==> src/hdl/mie_pkg.sv <==
package mie_pkg;

    // Word width that sets the round bound of the Euclid loop.
    localparam int WORD_BITS   = 32;
    localparam int ROUND_LIMIT = 2 * WORD_BITS + 8;
    localparam int ROUND_W     = $clog2(ROUND_LIMIT + 1);

    // Operand width and the width of the signed Bezout coefficients.
    localparam int DATA_W = 31;
    localparam int S_W    = DATA_W + 2;
    localparam int DCNT_W = $clog2(DATA_W + 1);

    typedef enum logic [1:0] {
        ST_OK      = 2'd0,
        ST_NOINV   = 2'd1,
        ST_MODZERO = 2'd2
    } status_t;

    typedef struct packed {
        logic [DATA_W-1:0] value;
        logic [DATA_W-1:0] modulus;
    } in_t;

    typedef struct packed {
        logic [DATA_W-1:0] inverse;
        status_t           status;
    } out_t;

    typedef enum logic [3:0] {
        S_IDLE,
        S_CHECK,
        S_DIV,
        S_MUL,
        S_UPD,
        S_FIN1,
        S_FIN2,
        S_DONE
    } state_t;

    // Commands from the controller to the datapath.
    typedef struct packed {
        logic load;
        logic div_start;
        logic mul;
        logic upd;
        logic fin_norm;
        logic fin_fix;
        logic result_load;
    } dp_cmd_t;

    // Status from the datapath to the controller.
    typedef struct packed {
        logic r_zero;
        logic div_busy;
        logic round_max;
    } dp_stat_t;

endpackage

==> src/hdl/mie_div.sv <==
module mie_div
    import mie_pkg::*;
(
    input  logic              clk,
    input  logic              rst_n,
    input  logic              start,
    input  logic [DATA_W-1:0] dividend,
    input  logic [DATA_W-1:0] divisor,
    output logic              busy,
    output logic [DATA_W-1:0] quotient,
    output logic [DATA_W-1:0] remainder
);

    logic [DCNT_W-1:0] cnt_reg, cnt_next;
    logic [DATA_W-1:0] quo_reg, quo_next;
    logic [DATA_W-1:0] rem_reg, rem_next;
    logic [DATA_W-1:0] dsr_reg, dsr_next;
    logic [DATA_W+1:0] trial;

    // One restoring step: shift in the next dividend bit and try the subtract.
    assign trial = {1'b0, rem_reg, quo_reg[DATA_W-1]} - {2'b00, dsr_reg};

    always_comb
    begin
        cnt_next = cnt_reg;
        quo_next = quo_reg;
        rem_next = rem_reg;
        dsr_next = dsr_reg;
        if (start)
        begin
            cnt_next = DCNT_W'(DATA_W);
            quo_next = dividend;
            rem_next = '0;
            dsr_next = divisor;
        end
        else if (cnt_reg != '0)
        begin
            cnt_next = cnt_reg - 1'b1;
            if (!trial[DATA_W+1])
            begin
                rem_next = trial[DATA_W-1:0];
                quo_next = {quo_reg[DATA_W-2:0], 1'b1};
            end
            else
            begin
                rem_next = {rem_reg[DATA_W-2:0], quo_reg[DATA_W-1]};
                quo_next = {quo_reg[DATA_W-2:0], 1'b0};
            end
        end
    end

    // The step counter is control state and is cleared by reset.
    always_ff @(posedge clk or negedge rst_n)
    begin
        if (!rst_n)
        begin
            cnt_reg <= '0;
        end
        else
        begin
            cnt_reg <= cnt_next;
        end
    end

    always_ff @(posedge clk)
    begin
        quo_reg <= quo_next;
        rem_reg <= rem_next;
        dsr_reg <= dsr_next;
    end

    assign busy      = (cnt_reg != '0);
    assign quotient  = quo_reg;
    assign remainder = rem_reg;

endmodule

==> src/hdl/mie_datapath.sv <==
module mie_datapath
    import mie_pkg::*;
(
    input  logic     clk,
    input  logic     rst_n,
    input  in_t      in_data,
    input  dp_cmd_t  cmd,
    output dp_stat_t stat,
    output out_t     out_data
);

    logic [DATA_W-1:0]        r_prev_reg, r_prev_next;
    logic [DATA_W-1:0]        r_cur_reg, r_cur_next;
    logic [DATA_W-1:0]        mod_reg, mod_next;
    logic signed [S_W-1:0]    s_prev_reg, s_prev_next;
    logic signed [S_W-1:0]    s_cur_reg, s_cur_next;
    logic signed [S_W:0]      prod_reg, prod_next;
    logic [DATA_W-1:0]        x_reg, x_next;
    logic [DATA_W-1:0]        inv_reg, inv_next;
    status_t                  st_reg, st_next;
    out_t                     out_reg, out_next;
    logic [ROUND_W-1:0]       rounds_reg, rounds_next;

    logic                     div_busy;
    logic [DATA_W-1:0]        div_quo;
    logic [DATA_W-1:0]        div_rem;
    logic signed [DATA_W:0]   q_s;
    logic signed [DATA_W+S_W:0] prod_full;
    logic signed [S_W:0]      s_diff;
    logic [S_W-1:0]           x_sum;

    // Shared divider for the quotient and remainder of each round.
    mie_div u_div (
        .clk       (clk),
        .rst_n     (rst_n),
        .start     (cmd.div_start),
        .dividend  (r_prev_reg),
        .divisor   (r_cur_reg),
        .busy      (div_busy),
        .quotient  (div_quo),
        .remainder (div_rem)
    );

    // Coefficient product q * s_cur; it is registered before the subtract.
    assign q_s       = $signed({1'b0, div_quo});
    assign prod_full = q_s * s_cur_reg;
    assign s_diff    = $signed({s_prev_reg[S_W-1], s_prev_reg}) - prod_reg;

    // A negative coefficient is brought into range by adding the modulus.
    assign x_sum = s_prev_reg + (s_prev_reg[S_W-1] ? {2'b00, mod_reg} : {S_W{1'b0}});

    always_comb
    begin
        r_prev_next = r_prev_reg;
        r_cur_next  = r_cur_reg;
        mod_next    = mod_reg;
        s_prev_next = s_prev_reg;
        s_cur_next  = s_cur_reg;
        prod_next   = prod_reg;
        x_next      = x_reg;
        inv_next    = inv_reg;
        st_next     = st_reg;
        out_next    = out_reg;
        rounds_next = rounds_reg;

        if (cmd.load)
        begin
            r_prev_next = in_data.value;
            r_cur_next  = in_data.modulus;
            mod_next    = in_data.modulus;
            s_prev_next = S_W'(1);
            s_cur_next  = '0;
            rounds_next = '0;
        end

        if (cmd.mul)
        begin
            prod_next = prod_full[S_W:0];
        end

        // Shift the remainder and coefficient pairs by one round.
        if (cmd.upd)
        begin
            r_prev_next = r_cur_reg;
            r_cur_next  = div_rem;
            s_prev_next = s_cur_reg;
            s_cur_next  = s_diff[S_W-1:0];
            rounds_next = rounds_reg + 1'b1;
        end

        // Decide the status and bring the coefficient into range once the loop has stopped.
        if (cmd.fin_norm)
        begin
            x_next = x_sum[DATA_W-1:0];
            if (mod_reg == '0)
            begin
                st_next = ST_MODZERO;
            end
            else if (r_cur_reg != '0 || r_prev_reg != DATA_W'(1))
            begin
                st_next = ST_NOINV;
            end
            else
            begin
                st_next = ST_OK;
            end
        end

        // Final reduction into 0..m-1; the inverse is zero on any failure.
        if (cmd.fin_fix)
        begin
            if (st_reg != ST_OK)
            begin
                inv_next = '0;
            end
            else if (x_reg >= mod_reg)
            begin
                inv_next = x_reg - mod_reg;
            end
            else
            begin
                inv_next = x_reg;
            end
        end

        if (cmd.result_load)
        begin
            out_next.inverse = inv_reg;
            out_next.status  = st_reg;
        end
    end

    // The round counter is control state; everything else is payload.
    always_ff @(posedge clk or negedge rst_n)
    begin
        if (!rst_n)
        begin
            rounds_reg <= '0;
        end
        else
        begin
            rounds_reg <= rounds_next;
        end
    end

    always_ff @(posedge clk)
    begin
        r_prev_reg <= r_prev_next;
        r_cur_reg  <= r_cur_next;
        mod_reg    <= mod_next;
        s_prev_reg <= s_prev_next;
        s_cur_reg  <= s_cur_next;
        prod_reg   <= prod_next;
        x_reg      <= x_next;
        inv_reg    <= inv_next;
        st_reg     <= st_next;
        out_reg    <= out_next;
    end

    assign stat.r_zero    = (r_cur_reg == '0);
    assign stat.div_busy  = div_busy;
    assign stat.round_max = (rounds_reg == ROUND_W'(ROUND_LIMIT));
    assign out_data       = out_reg;

endmodule

==> src/hdl/mie_ctrl.sv <==
module mie_ctrl
    import mie_pkg::*;
(
    input  logic     clk,
    input  logic     rst_n,
    input  logic     in_valid,
    output logic     in_ready,
    output logic     out_valid,
    input  logic     out_ready,
    input  dp_stat_t stat,
    output dp_cmd_t  cmd
);

    state_t state_reg, state_next;
    logic   out_valid_reg, out_valid_next;
    logic   res_free;

    // The result register can take a new beat when empty or being drained.
    assign res_free = !out_valid_reg || out_ready;

    // Next state.
    always_comb
    begin
        state_next = state_reg;
        case (state_reg)
            S_IDLE:
            begin
                if (in_valid)
                begin
                    state_next = S_CHECK;
                end
            end
            S_CHECK:
            begin
                if (stat.r_zero || stat.round_max)
                begin
                    state_next = S_FIN1;
                end
                else
                begin
                    state_next = S_DIV;
                end
            end
            S_DIV:
            begin
                if (!stat.div_busy)
                begin
                    state_next = S_MUL;
                end
            end
            S_MUL:   state_next = S_UPD;
            S_UPD:   state_next = S_CHECK;
            S_FIN1:  state_next = S_FIN2;
            S_FIN2:  state_next = S_DONE;
            S_DONE:
            begin
                if (res_free)
                begin
                    state_next = S_IDLE;
                end
            end
            default: state_next = S_IDLE;
        endcase
    end

    // Outputs and datapath commands.
    always_comb
    begin
        cmd      = '0;
        in_ready = 1'b0;
        case (state_reg)
            S_IDLE:
            begin
                in_ready = 1'b1;
                cmd.load = in_valid;
            end
            S_CHECK:
            begin
                cmd.div_start = !(stat.r_zero || stat.round_max);
            end
            S_MUL:   cmd.mul = 1'b1;
            S_UPD:   cmd.upd = 1'b1;
            S_FIN1:  cmd.fin_norm = 1'b1;
            S_FIN2:  cmd.fin_fix = 1'b1;
            S_DONE:  cmd.result_load = res_free;
            default: cmd = '0;
        endcase
    end

    always_comb
    begin
        out_valid_next = out_valid_reg;
        if (cmd.result_load)
        begin
            out_valid_next = 1'b1;
        end
        else if (out_ready)
        begin
            out_valid_next = 1'b0;
        end
    end

    always_ff @(posedge clk or negedge rst_n)
    begin
        if (!rst_n)
        begin
            state_reg     <= S_IDLE;
            out_valid_reg <= 1'b0;
        end
        else
        begin
            state_reg     <= state_next;
            out_valid_reg <= out_valid_next;
        end
    end

    assign out_valid = out_valid_reg;

endmodule

==> src/hdl/modular_inverse_ext_euclid_top.sv <==
// Modular inverse by the extended Euclidean algorithm. Each input beat carries a value and a
// modulus; one output beat returns the inverse in 0..m-1 with status 0, or inverse 0 with
// status 1 when the gcd is not one and status 2 when the modulus is zero. One item is
// worked at a time. Each Euclid round is a check state, a division on the shared restoring
// divider, which produces one quotient bit per cycle, then a multiply and an update state.
// The loop stops once the remainder is zero or after at most 72 rounds (ROUND_LIMIT); a zero
// modulus runs no round. The next input beat can be taken in the same cycle the result is
// first offered. A waiting result sits in an output register, so the next item is accepted
// while it is still to be taken.
module modular_inverse_ext_euclid_top
    import mie_pkg::*;
(
    input  logic clk,
    input  logic rst_n,
    input  logic in_valid,
    output logic in_ready,
    input  in_t  in_data,
    output logic out_valid,
    input  logic out_ready,
    output out_t out_data
);

    dp_cmd_t  cmd;
    dp_stat_t stat;

    mie_ctrl u_ctrl (
        .clk       (clk),
        .rst_n     (rst_n),
        .in_valid  (in_valid),
        .in_ready  (in_ready),
        .out_valid (out_valid),
        .out_ready (out_ready),
        .stat      (stat),
        .cmd       (cmd)
    );

    mie_datapath u_dp (
        .clk      (clk),
        .rst_n    (rst_n),
        .in_data  (in_data),
        .cmd      (cmd),
        .stat     (stat),
        .out_data (out_data)
    );

endmodule

==> config.mk <==
export PLATFORM = sky130hd
export DESIGN_NAME = modular_inverse_ext_euclid_top
export DESIGN_NICKNAME = d
export VERILOG_FILES = /design/src/hdl/mie_pkg.sv /design/src/hdl/mie_div.sv /design/src/hdl/mie_datapath.sv /design/src/hdl/mie_ctrl.sv /design/src/hdl/modular_inverse_ext_euclid_top.sv
export SDC_FILE = /design/constraint.sdc
export NUM_CORES = 2
export LEC_CHECK = 0
export BUFFER_PORTS_ARGS = -buffer_cell sky130_fd_sc_hd__buf_2
export CAP_MARGIN = 20
export CORE_MARGIN = 2
export CORE_UTILIZATION = 50
export CTS_CLUSTER_SIZE = 25
export DETAILED_ROUTE_END_ITERATION = 6
export PLACE_DENSITY = 0.76
export SYNTH_ARGS = -nofsm -noshare
export SYNTH_HDL_FRONTEND = slang
export SYNTH_SLANG_ARGS = --single-unit
export TNS_END_PERCENT = 30
==> constraint.sdc <==
create_clock -name clk -period 8.9 [get_ports clk]
set_input_delay 1.335 -clock clk [delete_from_list [all_inputs] [get_ports clk]]
set_output_delay 1.335 -clock clk [all_outputs]
set_load 0.05 [all_outputs]
# Word level (Yosys, flattened, before mapping)
# Index checks and enable logic that the tools add are counted.
[word_totals] ramBits=0 regBits=399 latch_bits=0 rom_bits=0 out_inout_bits=35 input_bits=66 n_memories=0 wordCells=87
[op_classes] div=0 order_cmp=1 n_mul=1 n_addsub=6 shifts=0 reduce_logical=15 bitwise=0 n_eq_ne=12 muxes=34
[ops] op="$mux W31" count=9
[ops] op="$mux W33" count=4
[ops] op="$logic_not A31 Y1" count=2
[ops] op="$mul A32 B33 Y33" count=1
[ops] op="$sub A32 B31 Y33" count=1
[ops] op="$sub A33 B33 Y33" count=1
[ops] op="$pmux W4 S8" count=1
[ops] op="$add A31 B31 Y31" count=1
[ops] op="$ge A31 B31 Y1" count=1
[ops] op="$ne A31 B1 Y1 const B" count=1
[ops] op="$reduce_bool A31 Y1" count=1
[ops] op="$sub A31 B31 Y31" count=1
[ops] op="$eq A4 B3 Y1 const B" count=4
[ops] op="$mux W7" count=2
[ops] op="$mux W1" count=12
[ops] op="$mux W4" count=3
[ops] op="$mux W5" count=2
[ops] op="$eq A4 B2 Y1 const B" count=2
[ops] op="$reduce_bool A2 Y1" count=4
[ops] op="$add A7 B1 Y7 const B" count=1
[ops] op="$eq A7 B7 Y1 const B" count=1
[ops] op="$reduce_bool A5 Y1" count=1
[ops] op="$sub A5 B1 Y5 const B" count=1
[ops] op="$eq A4 B1 Y1 const B" count=1
[ops] op="7 further kinds" count=11

# Logic depth before layout (Yosys ltp)
[depth] ltp_word=5 depth_mapped=29 mapped_depth_nobuf=27

# Cells and area by module
# Synthesis repeated with hierarchy kept, for this count alone.
[hier_totals] hier_cells=3774 hier_area_um2=38458.1
[modules_own_cells] mod="mie_datapath" n_inst=1 area_each_um2=32562.5 cells_per_inst=3179 seq_area_each_um2=8853.5
[modules_own_cells] mod="mie_div" n_inst=1 area_each_um2=5596.6 cells_per_inst=559 seq_area_each_um2=2607.5
[modules_own_cells] mod="mie_ctrl" n_inst=1 area_each_um2=299.0 cells_per_inst=36 seq_area_each_um2=100.1

# Least setup slack after synthesis
# OpenSTA, ideal clock, no wires.
[synth_timing] path_type="flip-flop to flip-flop" start="register u_dp.u_div.quo_reg[5] (netlist: u_dp.u_div.quotient[5])" end="register u_dp.prod_reg[32], data pin" stages_incl_launch_ff=26 path_slack_ps=2048 n_path_buf=2 arrival_time_ps=6593 period_less_slack_ps=6852 path_cell_list="edfxtp_1 -> clkbuf_1 -> clkbuf_1 -> and2_1 -> fa_1 -> fa_1 -> fa_1 -> inv_1 -> fa_1 -> inv_1 -> fa_1 -> ha_1 -> fa_1 -> fa_1 -> ha_1 -> and3_1 -> and2_1 -> a221oi_1 -> o21ai_1 -> a221oi_1 -> o221a_2 -> a31oi_1 -> o21ai_1 -> nand2b_1 -> a21oi_1 -> xnor2_1"
[synth_between] elab_chain_cells=1
[synth_lines] element="start: declaration" line_no="mie_div.sv:15" rtl="logic [DATA_W-1:0] quo_reg, quo_next;"
[synth_lines] element="start signal: assignment" line_no="mie_div.sv:67" rtl="quo_reg <= quo_next;"
[synth_lines] element="$mul A32 B33 Y33" line_no="mie_datapath.sv:46" rtl="assign prod_full = q_s * s_cur_reg;"
[synth_lines] element="via u_dp.prod_full[32]" line_no="mie_datapath.sv:28" rtl="logic signed [DATA_W+S_W:0] prod_full;"
[synth_lines] element="end signal: assignment" line_no="mie_datapath.sv:153" rtl="prod_reg <= prod_next;"
[synth_lines] element="end: declaration" line_no="mie_datapath.sv:17" rtl="logic signed [S_W:0] prod_reg, prod_next;"
# The timed path passes the listed nets, and every way through them passes these cells.
# A chain may end at the register's enable or synchronous reset.

# Worst setup path in the final report
[layout_timing] start="register u_dp.s_cur_reg[8]" end="register u_dp.prod_reg[32], data pin"
[layout_between] elab_chain_cells=1
[layout_lines] element="start: declaration" line_no="mie_datapath.sv:16" rtl="logic signed [S_W-1:0] s_cur_reg, s_cur_next;"
[layout_lines] element="start signal: assignment" line_no="mie_datapath.sv:152" rtl="s_cur_reg <= s_cur_next;"
[layout_lines] element="$mul A32 B33 Y33" line_no="mie_datapath.sv:46"
[layout_lines] element="via u_dp.prod_full[32]" line_no="mie_datapath.sv:28"
# The timed path passes the listed nets, and every way through them passes these cells.

==> summary.txt <==
STA
  – Fmax: 128 MHz
  – Worst Max-Slew Pin Slew: 1.16 ns
  – RSZ-0062 raised after global routing: no
  – Max_slew headroom: 22.5%
  – Period utilisation layout: 87.8%
  – Tmin final: 7.81 ns
  – Setup TNS: 0 ns
  – Max Slew Vio Count: 0
  – Setup violations, final: 0
  – Post-Route Skew: 0.0267 ns
  – Final Hold Fails: 0

Finish
  – Share of cells above drive strength 1: 6.85%
  – Filler instances: 6376
  – Register Area: 0.0116 sq mm
  – Area occupied by multi-input gates: 0.0235 sq mm
  – Diode count: 0
  – Layout area overhead: 7.21%
  – Number of nets in the layout: 4614

Yosys
  – Cell variety after synth: 94
  – Yosys reg bits: 398
  – Post-synthesis net count: 4598
  – Synth top area share: 27.8%
  – Mapped cell area: 0.0379 sq mm
  – Post-Syn Instances: 3838
  – Mean Syn Cell Area: 9.87 sq um
  – Async set or reset register ratio after synthesis: 4.02%
  – Yosys warning count: 0
  – Ranking of synthesized cells by area: edfxtp_1 (28%), fa_1 (23%), ha_1 (8.4%)
  – Largest area contributor in the netlist: edfxtp_1
  – Number of flops mapped to enable cells by yosys: 351
  – Commonest register cell after synthesis: edfxtp_1
  – Seq/Total Area, Yosys: 30.5%

GRT
  – Vias in the first global route: 28.4k
  – Initial antenna violation count: 1
  – Met2 Use GR: 41.3%
  – Met3 usage: 4.48%
  – First-pass GRT wire length: 156 mm
  – Met1 Track Usage GR: 34.3%
  – Grt ovf: 0
  – GR Util All Layers: 25.6%
  – Top Usage Layer GRT: met2
  – Largest net degree at the start of global routing: 102

CTS
  – Hold-fix buffer count after cts: 0
  – CTS tree: built
  – CTS sink cnt: 398
  – Setup bufs post-CTS: 0
  – Clk_lat worst skew: 0.57 ns
  – Number of gates resized after cts: 0
  – CTS root buf: clkbuf_16
  – CTS Buf Count: 40
  – Clk slew on worst S/H paths: 0.06 ns
  – CTS Buffer Depth: 3
  – CTS H-Tree Depth: 2

Route
  – First-pass iteration count of the detailed router: 7
  – Vias: 27.4k
  – Avg Vias per Cell: 5.65
  – Routed Wire Length: 98.1 mm
  – Residual DRC: 0
  – DRT antenna net count: 0
  – DR iter-0 viols: 2322
  – WL per Instance: 20.2 um

Placement
  – Routability Congestion: 0.913
  – Detailed Place HPWL: 74.6 mm
  – IO Port Bufs: 100

Setup path
  – CP Capture Point: u_dp.prod_reg[32]
  – Data arrival, critical path: 8.11 ns
  – Worst-path cell chain: and2_1 -> fa_1 -> fa_1 -> fa_1 -> inv_1 -> fa_1 -> inv_1 -> fa_1 -> ha_1 -> fa_1 -> fa_1 -> ha_1 -> and3_1 -> and2_1 -> a221oi_1 -> o21ai_1 -> a221oi_1 -> o221a_2 -> a31oi_1 -> o21ai_1 -> nand2b_1 -> a21oi_1 -> xnor2_1
  – Flop-to-flop setup slack: 1.09 ns
  – Critical Path RT: 9.20 ns
  – Crit path depth: 23
  – Slowest CP cell: edfxtp_1
  – WS Path Type: reg2reg
  – Worst r2r path cells: 23
  – RR Startpoint: u_dp.s_cur_reg[8]
  – Setup crit start: u_dp.s_cur_reg[8]
  – Crit end category: flip-flop
  – CP max FO: 26
  – Crit-path leading delay family: adder cells
  – Crit path largest cell delay: 1.12 ns
  – Crit path launch type: flip-flop
  – Reg2reg end: u_dp.prod_reg[32]
  – Most used cell, CP: fa_1
  – WP buf/inv: 2

Floorplan
  – Row cnt: 100
  – Number of I/O pins: 101
  – DIE AREA: 0.0780 sq mm
  – Die span in x: 279 um
  – Core ar.: 0.0747 sq mm
  – Die height: 279 um
  – Initial Util: 50.7%

Outcome
  – Status: finished clean

Min path
  – Hold crit path type: reg2reg

Run
  – Number of max-cap violations: 0
worst min path at each step:
| stage | from | end | slack (ns) | cells past startpoint |
|---|---|---|---|---|
| CTS | u_dp.inv_reg[1] | u_dp.out_data[3] | 0.42 | 0 |
| global route | u_dp.inv_reg[5] | u_dp.out_data[7] | 0.42 | 0 |
| finish | u_dp.inv_reg[15] | u_dp.out_data[17] | 0.42 | 0 |
| floorplan | u_dp.inv_reg[8] | u_dp.out_data[10] | 0.40 | 0 |
| global placement | u_dp.inv_reg[15] | u_dp.out_data[17] | 0.40 | 0 |
| detailed placement | u_dp.inv_reg[19] | u_dp.out_data[21] | 0.40 | 0 |
cell usage after synthesis (all sizes together) (64+ instances only):
master,count
a21o,64
xnor2,134
inv,568
nand2,614
clkbuf,147
edfxtp,351
and2,325
a21oi,158
o21ai,113
nor2,149
ha,253
fa,441
through the flow:
stage / cell area (sq um) / utilization, % / cells / hold slack, ns / setup WS (ns)
after floorplan: 37900 / - / 3838 / 0.400 / 2.05
after global placement: 39200 / 52.5 / 4779 / 0.404 / 1.32
after detailed placement: 39200 / 52.5 / 4779 / 0.405 / 1.18
after CTS: 40500 / 54.3 / 4852 / 0.420 / 1.14
after global routing: 40600 / 54.4 / 4854 / 0.424 / 0.699
final: 40600 / 54.4 / 4854 / 0.420 / 1.09
placed cells by master (no fill, tap or decap), types with 28 or more instances in the layout:
| master | netlist | routed |
|---|---|---|
| and2_1 | 324 | 323 |
| nand2_1 | 614 | 611 |
| ha_1 | 253 | 253 |
| clkbuf_16 | 0 | 41 |
| o21ai_0 | 103 | 103 |
| nor2_1 | 142 | 139 |
| a21o_1 | 61 | 61 |
| nor3_1 | 29 | 28 |
| xnor2_1 | 134 | 134 |
| edfxtp_1 | 351 | 351 |
| buf_2 | 1 | 100 |
| inv_1 | 568 | 568 |
| fa_1 | 441 | 441 |
| dfxtp_1 | 31 | 31 |
| and3_1 | 46 | 46 |
| buf_4 | 3 | 33 |
| xor2_1 | 54 | 54 |
| nand3_1 | 29 | 29 |
| mux2i_1 | 31 | 31 |
| a21oi_1 | 153 | 152 |
layer usage:
metal / share of wire (%) / wire [um] / vias up
li1: - / - / 12435
met1: 40 / 39700 / 13497
met2: 46 / 44900 / 1195
met3: 8.8 / 8630 / 279
met4: 5.0 / 4890 / 0
met5: 0 / 0 / -
kinds of logic (layout without fill, tap and decap cells):
kind of cell | count (synthesis) | count (layout) | synth area share, %
simple gates | 1305 | 1305 | 16.5
buf+inv | 730 | 777 | 7.49
fa+ha+maj | 694 | 694 | 31.7
compound gates | 491 | 491 | 8.57
flops | 398 | 398 | 30.5
xor+xnor | 188 | 188 | 4.35
mux | 32 | 32 | 0.849
area by class of cell:
| cell class | count | area share, % |
|---|---|---|
| clock buffer | 47 | 2.63 |
| inverter | 569 | 5.26 |
| timing repair buffer | 135 | 1.98 |
| sequential | 398 | 28.5 |
| multi-input combinational | 2710 | 58.0 |
| tap | 969 | 2.99 |
| clock inverter | 26 | 0.709 |
Power is left out: the tool's default activity adds up to more than one toggle a clock period on the data nets, which glitch-free logic cannot reach.
